### src/design/sslw_pkg.sv
// ----------------------------------------------------------------------------
// sslw_pkg: shared types and constants for the source lock watchdog
// Command and source codes, register indexes, and the structs that travel
// between the front queue, the execution stage and the top level.
// ----------------------------------------------------------------------------
package sslw_pkg;

    // Command codes
    localparam logic [1:0] CMD_SAMPLE     = 2'd0;
    localparam logic [1:0] CMD_POLL       = 2'd1;
    localparam logic [1:0] CMD_DISCONNECT = 2'd2;

    // Source codes
    localparam logic [1:0] SRC_NONE     = 2'd0;
    localparam logic [1:0] SRC_WIRELESS = 2'd1;

    // Configuration register indexes
    localparam int unsigned CFG_AW = 3;
    localparam int unsigned CFG_DW = 31;
    localparam logic [CFG_AW-1:0] REG_ENABLED          = 3'd0;
    localparam logic [CFG_AW-1:0] REG_INVALID_DISC_MS  = 3'd1;
    localparam logic [CFG_AW-1:0] REG_WIRELESS_TO_MS   = 3'd2;
    localparam logic [CFG_AW-1:0] REG_OTHER_TO_MS      = 3'd3;
    localparam logic [CFG_AW-1:0] REG_STALE_MS         = 3'd4;

    // Register reset values
    localparam logic [CFG_DW-1:0] RST_INVALID_DISC_MS = 31'd10000;
    localparam logic [CFG_DW-1:0] RST_WIRELESS_TO_MS  = 31'd5000;
    localparam logic [CFG_DW-1:0] RST_OTHER_TO_MS     = 31'd5000;
    localparam logic [CFG_DW-1:0] RST_STALE_MS        = 31'd3000;

    // Held reading value when there is no valid sample
    localparam logic signed [7:0] SPO2_NONE  = -8'sd1;
    localparam logic signed [9:0] PULSE_NONE = -10'sd1;

    typedef struct packed {
        logic              we;
        logic [CFG_AW-1:0] addr;
        logic [CFG_DW-1:0] data;
    } t_cfg_wr;

    // Classified input transaction
    typedef struct packed {
        logic        is_sample;
        logic        is_poll;
        logic        is_disc;
        logic [31:0] now_time;
        logic [1:0]  source_id;
        logic        sample_valid;
        logic [6:0]  sample_spo2;
        logic [8:0]  sample_pulse;
        logic        finger_known;
        logic        finger_on;
    } t_item;

    typedef struct packed {
        logic              accepted;
        logic              action_stale;
        logic              action_disconnect;
        logic              present;
        logic              fresh;
        logic [1:0]        locked_source;
        logic signed [7:0] spo2_out;
        logic signed [9:0] pulse_out;
        logic              reading_ok;
        logic              contact_known_out;
        logic              contact_present_out;
        logic [31:0]       age_ms;
    } t_result;

    // Signed 32-bit span (a - b) below a non-negative limit
    function automatic logic span_below(input logic [31:0] diff,
                                        input logic [CFG_DW-1:0] limit);
        return diff[31] | (diff < {1'b0, limit});
    endfunction

endpackage

### src/design/sslw_front.sv
// ----------------------------------------------------------------------------
// sslw_front: input queue and command classifier
// Decodes each pushed transaction into a one-hot command kind (none for an
// unknown code) and holds up to two transactions for the execution stage.
// ----------------------------------------------------------------------------
module sslw_front
    import sslw_pkg::*;
(
    input  logic        i_clk,
    input  logic        i_rst_n,
    input  logic        i_push,
    output logic        o_full,
    input  logic [1:0]  i_command,
    input  logic [31:0] i_now_time,
    input  logic [1:0]  i_source_id,
    input  logic        i_sample_valid,
    input  logic [6:0]  i_sample_spo2,
    input  logic [8:0]  i_sample_pulse,
    input  logic        i_sample_contact_known,
    input  logic        i_sample_contact_present,
    output logic        o_item_valid,
    output t_item       o_item,
    input  logic        i_item_take
);

    t_item      r_slot [2];
    logic       r_wr_ptr;
    logic       r_rd_ptr;
    logic [1:0] r_cnt;

    logic  w_push_ok;
    logic  w_pop_ok;
    t_item w_item;

    assign o_full       = (r_cnt == 2'd2);
    assign o_item_valid = (r_cnt != 2'd0);
    assign o_item       = r_slot[r_rd_ptr];
    assign w_push_ok    = i_push & ~o_full;
    assign w_pop_ok     = i_item_take & o_item_valid;

    // Classify: unknown command codes fall through with no kind bit set
    always_comb begin
        w_item                 = '0;
        unique case (i_command)
            CMD_SAMPLE:     w_item.is_sample = 1'b1;
            CMD_POLL:       w_item.is_poll   = 1'b1;
            CMD_DISCONNECT: w_item.is_disc   = 1'b1;
            default:        ;
        endcase
        w_item.now_time        = i_now_time;
        w_item.source_id       = i_source_id;
        w_item.sample_valid    = i_sample_valid;
        w_item.sample_spo2     = i_sample_spo2;
        w_item.sample_pulse    = i_sample_pulse;
        w_item.finger_known    = i_sample_contact_known;
        w_item.finger_on       = i_sample_contact_present;
    end

    always_ff @(posedge i_clk) begin
        if (!i_rst_n) begin
            r_wr_ptr <= 1'b0;
            r_rd_ptr <= 1'b0;
            r_cnt    <= 2'd0;
        end else begin
            if (w_push_ok) begin
                r_wr_ptr <= ~r_wr_ptr;
            end
            if (w_pop_ok) begin
                r_rd_ptr <= ~r_rd_ptr;
            end
            unique case ({w_push_ok, w_pop_ok})
                2'b10:   r_cnt <= r_cnt + 2'd1;
                2'b01:   r_cnt <= r_cnt - 2'd1;
                default: r_cnt <= r_cnt;
            endcase
        end
    end

    always_ff @(posedge i_clk) begin
        if (w_push_ok) begin
            r_slot[r_wr_ptr] <= w_item;
        end
    end

    a_cnt_range: assert property (@(posedge i_clk) disable iff (!i_rst_n)
        r_cnt != 2'd3)
        else $error("front queue count out of range");

    a_kind_onehot: assert property (@(posedge i_clk) disable iff (!i_rst_n)
        o_item_valid |-> $onehot0({o_item.is_sample, o_item.is_poll, o_item.is_disc}))
        else $error("front item carries more than one command kind");

endmodule

### src/design/sslw_back.sv
// ----------------------------------------------------------------------------
// sslw_back: lock state, watchdog timing and result queue
// Holds configuration and lock state, executes one classified transaction
// per cycle while the result queue has room or is popped, and queues up to two results.
// ----------------------------------------------------------------------------
module sslw_back
    import sslw_pkg::*;
(
    input  logic    i_clk,
    input  logic    i_rst_n,
    input  t_cfg_wr i_cfg,
    input  logic    i_item_valid,
    input  t_item   i_item,
    output logic    o_item_take,
    output logic    o_empty,
    input  logic    i_pop,
    output t_result o_result
);

    // Configuration
    logic              r_enabled;
    logic [CFG_DW-1:0] r_inv_disc_ms;
    logic [CFG_DW-1:0] r_wl_to_ms;
    logic [CFG_DW-1:0] r_oth_to_ms;
    logic [CFG_DW-1:0] r_stale_ms;

    // Lock state
    logic              r_lock_present, n_lock_present;
    logic [1:0]        r_lock_source,  n_lock_source;
    logic signed [7:0] r_held_spo2,    n_held_spo2;
    logic signed [9:0] r_held_pulse,   n_held_pulse;
    logic [2:0]        r_held_flags,   n_held_flags;
    logic [31:0]       r_last_time,    n_last_time;
    logic [31:0]       r_inv_start,    n_inv_start;

    // Result queue
    t_result    r_res [2];
    logic       r_wr_ptr;
    logic       r_rd_ptr;
    logic [1:0] r_cnt;

    logic        w_fire;
    logic        w_pop_ok;
    logic        w_take;
    logic        w_clear;
    logic        w_wl_src;
    logic [31:0] w_start_eff;
    logic [31:0] w_inv_span;
    logic [31:0] w_last_span;
    logic [31:0] w_age;
    logic [CFG_DW-1:0] w_poll_lim;
    t_result     w_res;

    assign o_empty     = (r_cnt == 2'd0);
    assign o_result    = r_res[r_rd_ptr];
    assign w_pop_ok    = i_pop & ~o_empty;
    assign o_item_take = (r_cnt != 2'd2) | i_pop;
    assign w_fire      = i_item_valid & o_item_take;

    assign w_wl_src    = (i_item.source_id == SRC_WIRELESS);
    assign w_start_eff = (r_inv_start == 32'd0) ? i_item.now_time : r_inv_start;
    assign w_inv_span  = i_item.now_time - w_start_eff;
    assign w_last_span = i_item.now_time - r_last_time;
    assign w_poll_lim  = (r_lock_source == SRC_WIRELESS) ? r_wl_to_ms : r_oth_to_ms;

    // Sample acceptance rule
    assign w_take = r_enabled & (i_item.source_id != SRC_NONE)
                  & ~(r_lock_present & (r_lock_source != i_item.source_id))
                  & ~(~r_lock_present & ~i_item.sample_valid & ~w_wl_src);

    always_comb begin
        n_lock_present = r_lock_present;
        n_lock_source  = r_lock_source;
        n_held_spo2    = r_held_spo2;
        n_held_pulse   = r_held_pulse;
        n_held_flags   = r_held_flags;
        n_last_time    = r_last_time;
        n_inv_start    = r_inv_start;
        w_res          = '0;
        w_clear        = 1'b0;

        priority if (i_item.is_sample) begin
            if (w_take) begin
                w_res.accepted = 1'b1;
                n_lock_present = 1'b1;
                n_lock_source  = i_item.source_id;
                n_last_time    = i_item.now_time;
                n_held_spo2    = i_item.sample_valid ? {1'b0, i_item.sample_spo2}
                                                     : SPO2_NONE;
                n_held_pulse   = i_item.sample_valid ? {1'b0, i_item.sample_pulse}
                                                     : PULSE_NONE;
                n_held_flags   = {i_item.finger_on, i_item.finger_known,
                                  i_item.sample_valid};
                if (!w_wl_src || i_item.sample_valid) begin
                    n_inv_start = 32'd0;
                end else if (!span_below(w_inv_span, r_inv_disc_ms)) begin
                    w_res.action_disconnect = 1'b1;
                    n_inv_start = i_item.now_time;
                end else begin
                    n_inv_start = w_start_eff;
                end
            end
        end else if (i_item.is_poll) begin
            if (r_enabled && r_lock_present && !span_below(w_last_span, w_poll_lim)) begin
                w_res.action_disconnect = (r_lock_source == SRC_WIRELESS);
                w_res.action_stale      = 1'b1;
                w_clear                 = 1'b1;
            end
        end else if (i_item.is_disc) begin
            w_clear = r_lock_present & (r_lock_source == i_item.source_id);
        end else begin
        end

        if (w_clear) begin
            n_lock_present = 1'b0;
            n_lock_source  = SRC_NONE;
            n_held_spo2    = SPO2_NONE;
            n_held_pulse   = PULSE_NONE;
            n_held_flags   = 3'd0;
            n_last_time    = 32'd0;
            n_inv_start    = 32'd0;
        end

        // Snapshot after the update
        w_age                     = i_item.now_time - n_last_time;
        w_res.present             = n_lock_present;
        w_res.fresh               = n_lock_present & span_below(w_age, r_stale_ms);
        w_res.locked_source       = n_lock_source;
        w_res.spo2_out            = n_held_spo2;
        w_res.pulse_out           = n_held_pulse;
        w_res.reading_ok          = n_held_flags[0];
        w_res.contact_known_out   = n_held_flags[1];
        w_res.contact_present_out = n_held_flags[2];
        w_res.age_ms              = n_lock_present ? w_age : 32'd0;
    end

    always_ff @(posedge i_clk) begin
        if (!i_rst_n) begin
            r_enabled      <= 1'b0;
            r_inv_disc_ms  <= RST_INVALID_DISC_MS;
            r_wl_to_ms     <= RST_WIRELESS_TO_MS;
            r_oth_to_ms    <= RST_OTHER_TO_MS;
            r_stale_ms     <= RST_STALE_MS;
            r_lock_present <= 1'b0;
            r_lock_source  <= SRC_NONE;
            r_held_spo2    <= SPO2_NONE;
            r_held_pulse   <= PULSE_NONE;
            r_held_flags   <= 3'd0;
            r_last_time    <= 32'd0;
            r_inv_start    <= 32'd0;
        end else if (i_cfg.we) begin
            unique case (i_cfg.addr)
                REG_ENABLED: begin
                    r_enabled <= i_cfg.data[0];
                    // Disabling drops the lock and the held reading
                    if (!i_cfg.data[0]) begin
                        r_lock_present <= 1'b0;
                        r_lock_source  <= SRC_NONE;
                        r_held_spo2    <= SPO2_NONE;
                        r_held_pulse   <= PULSE_NONE;
                        r_held_flags   <= 3'd0;
                        r_last_time    <= 32'd0;
                        r_inv_start    <= 32'd0;
                    end
                end
                REG_INVALID_DISC_MS: r_inv_disc_ms <= i_cfg.data;
                REG_WIRELESS_TO_MS:  r_wl_to_ms    <= i_cfg.data;
                REG_OTHER_TO_MS:     r_oth_to_ms   <= i_cfg.data;
                REG_STALE_MS:        r_stale_ms    <= i_cfg.data;
                default:             ;
            endcase
        end else if (w_fire) begin
            r_lock_present <= n_lock_present;
            r_lock_source  <= n_lock_source;
            r_held_spo2    <= n_held_spo2;
            r_held_pulse   <= n_held_pulse;
            r_held_flags   <= n_held_flags;
            r_last_time    <= n_last_time;
            r_inv_start    <= n_inv_start;
        end
    end

    always_ff @(posedge i_clk) begin
        if (!i_rst_n) begin
            r_wr_ptr <= 1'b0;
            r_rd_ptr <= 1'b0;
            r_cnt    <= 2'd0;
        end else begin
            if (w_fire) begin
                r_wr_ptr <= ~r_wr_ptr;
            end
            if (w_pop_ok) begin
                r_rd_ptr <= ~r_rd_ptr;
            end
            unique case ({w_fire, w_pop_ok})
                2'b10:   r_cnt <= r_cnt + 2'd1;
                2'b01:   r_cnt <= r_cnt - 2'd1;
                default: r_cnt <= r_cnt;
            endcase
        end
    end

    always_ff @(posedge i_clk) begin
        if (w_fire) begin
            r_res[r_wr_ptr] <= w_res;
        end
    end

    a_unlocked_clean: assert property (@(posedge i_clk) disable iff (!i_rst_n)
        !r_lock_present |-> (r_lock_source == SRC_NONE) && (r_held_flags == 3'd0))
        else $error("lock state not cleared while unlocked");

    a_stale_drops_lock: assert property (@(posedge i_clk) disable iff (!i_rst_n)
        w_fire && w_res.action_stale |=> !r_lock_present)
        else $error("stale poll left the lock in place");

endmodule

### src/design/sensor_source_lock_watchdog.sv
// ----------------------------------------------------------------------------
// sensor_source_lock_watchdog: oximeter source lock and watchdog
// Locks onto one oximeter source, holds its latest reading, times invalid
// wireless runs and drops sources that go silent.
// ----------------------------------------------------------------------------
// Usage:
//   Input channel: drive the command fields and raise push; a transaction
//   is taken at a clock edge with push high and full low. Commands are
//   sample, poll and disconnect notice; an unknown code only reports state.
//   Result channel: while empty is low the oldest result sits on the o_
//   result ports; raise pop to take it. Every command yields one result.
//   Configuration: pulse i_cfg_we with a register index on i_cfg_addr and
//   the value on i_cfg_wdata; the write lands at that edge. Write only while
//   no transaction is in flight. Writing enabled = 0 drops any lock.
//   Path: a transaction is registered in the input queue, then its result in
//   the result queue; only then does it show on the outputs and can be popped.
//   Throughput: one transaction per cycle while the result queue has room;
//   one item is decided in one pass of the execution compare-and-update logic.
//   Stalls: a two-entry result queue lets the execution stage keep going for
//   two results while pop is low; then the two-entry input queue fills and
//   full rises. Nothing is dropped.
//   Reset: synchronous, active low. Both queues empty, lock cleared, held
//   reading set to -1 and registers back to their defaults (disabled).
// ----------------------------------------------------------------------------
module sensor_source_lock_watchdog
    import sslw_pkg::*;
(
    input  logic              i_clk,
    input  logic              i_rst_n,
    // configuration write port
    input  logic              i_cfg_we,
    input  logic [CFG_AW-1:0] i_cfg_addr,
    input  logic [CFG_DW-1:0] i_cfg_wdata,
    // input queue side
    input  logic              push,
    output logic              full,
    input  logic [1:0]        i_command,
    input  logic [31:0]       i_now_time,
    input  logic [1:0]        i_source_id,
    input  logic              i_sample_valid,
    input  logic [6:0]        i_sample_spo2,
    input  logic [8:0]        i_sample_pulse,
    input  logic              i_sample_contact_known,
    input  logic              i_sample_contact_present,
    // result queue side
    output logic              empty,
    input  logic              pop,
    output logic              o_accepted,
    output logic              o_action_stale,
    output logic              o_action_disconnect,
    output logic              o_present,
    output logic              o_fresh,
    output logic [1:0]        o_locked_source,
    output logic signed [7:0] o_spo2_out,
    output logic signed [9:0] o_pulse_out,
    output logic              o_reading_ok,
    output logic              o_contact_known_out,
    output logic              o_contact_present_out,
    output logic [31:0]       o_age_ms
);

    t_cfg_wr w_cfg;
    t_item   w_item;
    logic    w_item_valid;
    logic    w_item_take;
    t_result w_result;

    assign w_cfg.we   = i_cfg_we;
    assign w_cfg.addr = i_cfg_addr;
    assign w_cfg.data = i_cfg_wdata;

    // Front: classify and queue incoming transactions
    sslw_front u_front (
        .i_clk                    (i_clk),
        .i_rst_n                  (i_rst_n),
        .i_push                   (push),
        .o_full                   (full),
        .i_command                (i_command),
        .i_now_time               (i_now_time),
        .i_source_id              (i_source_id),
        .i_sample_valid           (i_sample_valid),
        .i_sample_spo2            (i_sample_spo2),
        .i_sample_pulse           (i_sample_pulse),
        .i_sample_contact_known   (i_sample_contact_known),
        .i_sample_contact_present (i_sample_contact_present),
        .o_item_valid             (w_item_valid),
        .o_item                   (w_item),
        .i_item_take              (w_item_take)
    );

    // Back: execute against the lock state and queue the results
    sslw_back u_back (
        .i_clk        (i_clk),
        .i_rst_n      (i_rst_n),
        .i_cfg        (w_cfg),
        .i_item_valid (w_item_valid),
        .i_item       (w_item),
        .o_item_take  (w_item_take),
        .o_empty      (empty),
        .i_pop        (pop),
        .o_result     (w_result)
    );

    // Unpack the head result onto the result ports
    assign o_accepted            = w_result.accepted;
    assign o_action_stale        = w_result.action_stale;
    assign o_action_disconnect   = w_result.action_disconnect;
    assign o_present             = w_result.present;
    assign o_fresh               = w_result.fresh;
    assign o_locked_source       = w_result.locked_source;
    assign o_spo2_out            = w_result.spo2_out;
    assign o_pulse_out           = w_result.pulse_out;
    assign o_reading_ok          = w_result.reading_ok;
    assign o_contact_known_out   = w_result.contact_known_out;
    assign o_contact_present_out = w_result.contact_present_out;
    assign o_age_ms              = w_result.age_ms;

endmodule

### config.mk
export PLATFORM = sky130hd
export DESIGN_NAME = sensor_source_lock_watchdog
export DESIGN_NICKNAME = d
export VERILOG_FILES = /design/src/design/sslw_pkg.sv /design/src/design/sslw_front.sv /design/src/design/sslw_back.sv /design/src/design/sensor_source_lock_watchdog.sv
export SDC_FILE = /design/constraint.sdc
export NUM_CORES = 1
export LEC_CHECK = 0
export ABC_AREA = 1
export BUFFER_PORTS_ARGS = -buffer_cell sky130_fd_sc_hd__buf_4
export CORE_MARGIN = 5
export CORE_UTILIZATION = 23
export CTS_CLUSTER_DIAMETER = 80
export DETAILED_ROUTE_END_ITERATION = 16
export PLACE_DENSITY_LB_ADDON = 0.08
export SLEW_MARGIN = 0
export SYNTH_ARGS = -nofsm -noshare
export SYNTH_HDL_FRONTEND = slang
export SYNTH_SLANG_ARGS = --single-unit
export TNS_END_PERCENT = 100
### constraint.sdc
create_clock -name i_clk -period 21.5 [get_ports i_clk]
set_input_delay 2.15 -clock i_clk [delete_from_list [all_inputs] [get_ports i_clk]]
set_output_delay 2.15 -clock i_clk [all_outputs]
set_load 0.1 [all_outputs]
# Word level (Yosys, flattened, before mapping)
# Memories as Yosys holds them, arrays and structs flattened. A register that Yosys moved wholly into a read port is not among the register bits.
# Index checks and enable logic that the tools add are counted.
[totals]
register_bits = 221
mem_count = 2
ram_bits = 232
output_inout_bits = 62
in_bits = 94
wordCells = 177
[op_classes]
addsub = 7
magnitude_cmp = 3
reduce_logical = 23
mux = 80
n_eq_ne = 18
bitwise = 26
[memory_table]
columns = ["memory", "words", "width", "read_ports", "rd_ports_with_merged_regs", "wr", "line", "text"]
rows = [
  ["u_back.r_res", 2, 60, 1, 1, 1, "sslw_back.sv:37", "t_result r_res [2];"],
  ["u_front.r_slot", 2, 56, 1, 1, 1, "sslw_front.sv:26", "t_item r_slot [2];"],
]
[op_table]
columns = ["op", "count"]
rows = [
  ["$mux 32", 16],
  ["$lt 32x31->1", 3],
  ["$sub 32x32->32", 3],
  ["$mux 10", 8],
  ["$mux 8", 8],
  ["$logic_not 32->1", 1],
  ["$mux 31", 1],
  ["$mux 1", 29],
  ["$mux 3", 7],
  ["$mux 2", 9],
  ["$and 1x1->1", 11],
  ["$not 1->1", 11],
  ["$eq 2x1->1 const B", 5],
  ["$reduce_and 2->1", 5],
  ["$reduce_bool 2->1", 5],
  ["$eq 2x2->1 const B", 4],
  ["$pmux 2 s2", 2],
  ["$eq 3x2->1 const B", 2],
  ["$reduce_bool 3->1", 2],
  ["$reduce_and 5->1", 1],
  ["$add 2x1->2 const B", 2],
  ["$logic_not 2->1", 2],
  ["$ne 2x2->1 const B", 2],
  ["$or 1x1->1", 4],
  ["11 further kinds", 14],
]

# Logic depth before layout (Yosys ltp)
[depth]
ltp_word = 14
mapped_depth = 56
mapped_depth_nobuf = 54

# Modules after synthesis
# Synthesis repeated with hierarchy kept, for this count alone.
[hier_totals]
hier_cells = 2938
hier_area_um2 = 25489.4
[modules_own_cells]
columns = ["mod", "n_inst", "area_each_um2", "cells_each", "seq_area_each_um2"]
rows = [
  ["sslw_back", 1, 21022.7, 2721, 7967.6],
  ["sslw_front", 1, 4466.8, 217, 3463.3],
]

# Least setup slack after synthesis
# No wires, ideal clock.
[synth_path]
path_kind = "register to register"
start = "register with a tool-made name"
end = "memory u_back.r_res[0][55] in the netlist's numbering (data pin)"
synth_period_minus_slack_ps = 7827
path_slack_ps = 13673
setup_time_ps = 259
t_arrival_ps = 7568
n_path_buf = 4
path_stages_with_launch = 54
path_cell_list = "dfxtp_1 > buf_6 > clkbuf_1 > clkbuf_1 > o21ai_0 > inv_1 > ha_1 > nand3_1 > nand2_2 > nand2_2 > nand3_4 > a21oi_1 > o21ai_1 > a21boi_0 > o21bai_1 > a21o_1 > xor2_1 > ha_1 > [18 not listed] > o21a_1 > o21bai_1 > a21boi_0 > o21bai_1 > xor2_1 > inv_1 > ha_1 > nand2_1 > nor2_1 > a211oi_1 > o221a_2 > a21boi_0 > o21ai_0 > nand2_1 > nand2_1 > nand2_1 > nand2_1 > nand2_1"
[synth_rtl]
columns = ["item", "line"]
rows = [
  ["to (decl)", "sslw_back.sv:37"],
]

==> run_results.csv <==
group,metric,value,unit
outcome,status,"completed",
setup_path,endpoint_kind,"flop",
logic_synthesis,seq_area_frac_synth,0.454,
clocking,clkTransAtPathRegs,0.06,ns
die,initial_utilization,0.231,
sta,skew,0.0283,ns
run,cap_viol_max_count,0,
sta,period_needed,10.50,ns
setup_path,critPathMaxStageDelay,0.59,ns
clocking,ctsHtreeMaxLevel,2,
clocking,cts_root_buffer,"clkbuf_16",
sta,hold_viol_final,0,
setup_path,ff2ff_setup_slack,11.00,ns
finish,regArea,11400,sq um
route,firstDrtPassIters,5,
route,via_per_inst,4.63,
die,dieArea,116000,sq um
logic_synthesis,yosysTopAreaCell,"edfxtp_1",
clocking,ctsLongestPathBuffers,3,
logic_synthesis,ys.flop_type,"edfxtp_1",
logic_synthesis,ys_ff_latch,455,
logic_synthesis,synth_area,25200,sq um
finish,multi_input_area,12100,sq um
finish,nFillCells,11589,
route,dr_total_vias,20898,
global_routing,gr-total-overflow,0,
logic_synthesis,ys_warn_count,0,
setup_path,cp_data_required_time,21.90,ns
route,wl,101,mm
die,io-pin-count,156,
sta,finalSetupViolations,0,
die,dieHeight,341,microns
placement,placed_cells,4408,
sta,rsz0062_at_grt,"no",
sta,drv_slew,0,
setup_path,crit_fanout,57,
setup_path,path_class,"reg2reg",
logic_synthesis,ys_types,59,
die,die_w,341,microns
die,core-area,109000,sq um
global_routing,antenna_found_initial,14,
pwr,peakVddDrop,157,uV
sta,slew_headroom,0.275,
route,final_antenna_net_count,0,
finish,layout_common_cells,"nand2_1 (554), a21oi_1 (326), inv_1 (294), o21ai_0 (247), edfxtp_1 (232)",
pwr,p_leak,0.0116,uW
logic_synthesis,synth_async_sr_flop_share,0,
sta,max_freq,0.0953,GHz
route,drc_errors,0,
route,wl_per_cell,22.3,microns
hold_path,hp-class,"reg2reg",
finish,final_util,0.275,
clocking,clk_latency,0.65,ns
die,num_rows,121,
logic_synthesis,syn-mean-instance-area,8.61,sq um
logic_synthesis,synthCells,2925,
route,drt_iter0_markers,1533,
global_routing,grt_pass1_vias,20514,
logic_synthesis,netlist.area_leader.share,0.277,
setup_path,start_kind,"flop",
placement,port_buffers,155,
finish,nets,3337,
pwr,p_per_area,181,nW/um^2
global_routing,grt_pass1_wl,145,mm
setup_path,critPathSlowestCell,"inv_2",
sta,tightest_slew,1.09,ns
clocking,cts_setup_buffers,0,
clocking,cts-hold-fix-buffers,0,
clocking,cts_buffers,58,
global_routing,grt_max_degree,83,
sta,tns,0,ns
setup_path,arrival,10.89,ns
logic_synthesis,syn_nets,3208,
finish,synthToLayoutAreaGrowth,18.8,%
placement,dp_hpwl,75.7,mm
setup_path,crit_top_cell,"nand2_1",
finish,drive_gt1_frac,0.148,
global_routing,grt.total_usage,0.168,
clocking,postCtsResizedCells,0,
placement,place.gp.congestion,0.888,
clocking,cts_tree,"yes",
finish,instances_no_fill,4517,
sta,period_share,0.488,
logic_synthesis,synth_edf_count,232,
clocking,clock_sinks,455,
finish,final_common_cell,"nand2_1",
logic_synthesis,yosys-top-cells-area,"edfxtp_1 (28%), dfxtp_1 (18%), ha_1 (9.2%)",
## cell type report
type,count,share of cell area
Clock buffer,79,0.0552
Timing Repair Buffer,190,0.0477
Clock inverter,29,0.0126
Antenna cell,1,0.0000837
Tap cell,1414,0.0592
Sequential cell,455,0.382
Inverter,302,0.0379
Multi-Input combinational cell,2047,0.405
## flip-flops by register name, summed over array words and instances, names as in the netlist, 3 cells and up, named ones only
register,cells
u_back.r_oth_to_ms,31
u_back.r_last_time,32
u_back.r_res,120
u_back.r_inv_disc_ms,31
u_back.r_held_pulse,10
u_front.r_slot,112
u_back.r_wl_to_ms,31
u_back.r_inv_start,32
u_back.r_stale_ms,31
u_back.r_held_spo2,8
u_back.r_held_flags,3
## path summary, 6_finish.rpt
kind                            depth (start not counted)             endpoint             from
worst max-delay path                                   53  u_back.r_res[0][55]             flop
worst min-delay path                                    1                 flop  u_back.r_rd_ptr
worst max register to register                         53  u_back.r_res[0][55]             flop
worst min register to register                          1                 flop  u_back.r_rd_ptr
## power by group
group	switching [uW]	internal (uW)
clock	410	623
combinational	2300	960
sequential	35.8	1070
total	2750	2650
## kinds of logic after synthesis
logic type	after synthesis	share of synthesized area
adders and majority gates	189	0.0948
AOI/OAI and AO/OA	708	0.154
xor gates and xnor gates	87	0.0310
buffers and inverters	423	0.0667
muxes	68	0.0300
DFF	455	0.454
and+or+nand+nor	995	0.170
## cells in the mapped netlist (18+ instances only)
cell and n:
xor2_1 61, nand2_1 555, xnor2_1 25, o211ai_1 18, a21oi_1 326, nor2_1 182, clkbuf_1 83, edfxtp_1 232
nand3_1 133, o21ai_0 248, or2_2 31, a21oi_2 24, o21ai_1 18, inv_1 295, nor3_1 20, nand2_2 24
ha_1 186, mux2_2 60, dfxtp_1 223
## stage by stage
step	hold slack (ns)	setup slack, ns	power [uW]	instance area, sq um
after floorplan	0.426	13.67	3360	25200
after global placement	0.432	11.07	4410	27900
after detailed placement	0.434	10.94	4420	27900
after CTS	0.444	10.87	5490	29900
after global routing	0.469	9.94	5820	29900
final	0.444	11.00	5400	29900
## critical path: cells and delay by family (launching register included)
kind,cells,cell delay [ns]
buffers and inverters,6,1.82
AOI/OAI and AO/OA,16,3.10
adders and majority gates,4,1.36
and+or+nand+nor,25,3.15
xor gates and xnor gates,2,0.42
DFF,1,0.31
## layer usage
metal,share of wire,global-route usage
met5,0,0
met4,0.021,0.0367
met3,0.041,0.0222
met2,0.47,0.282
met1,0.47,0.232
(Power assumes the default switching activity.)
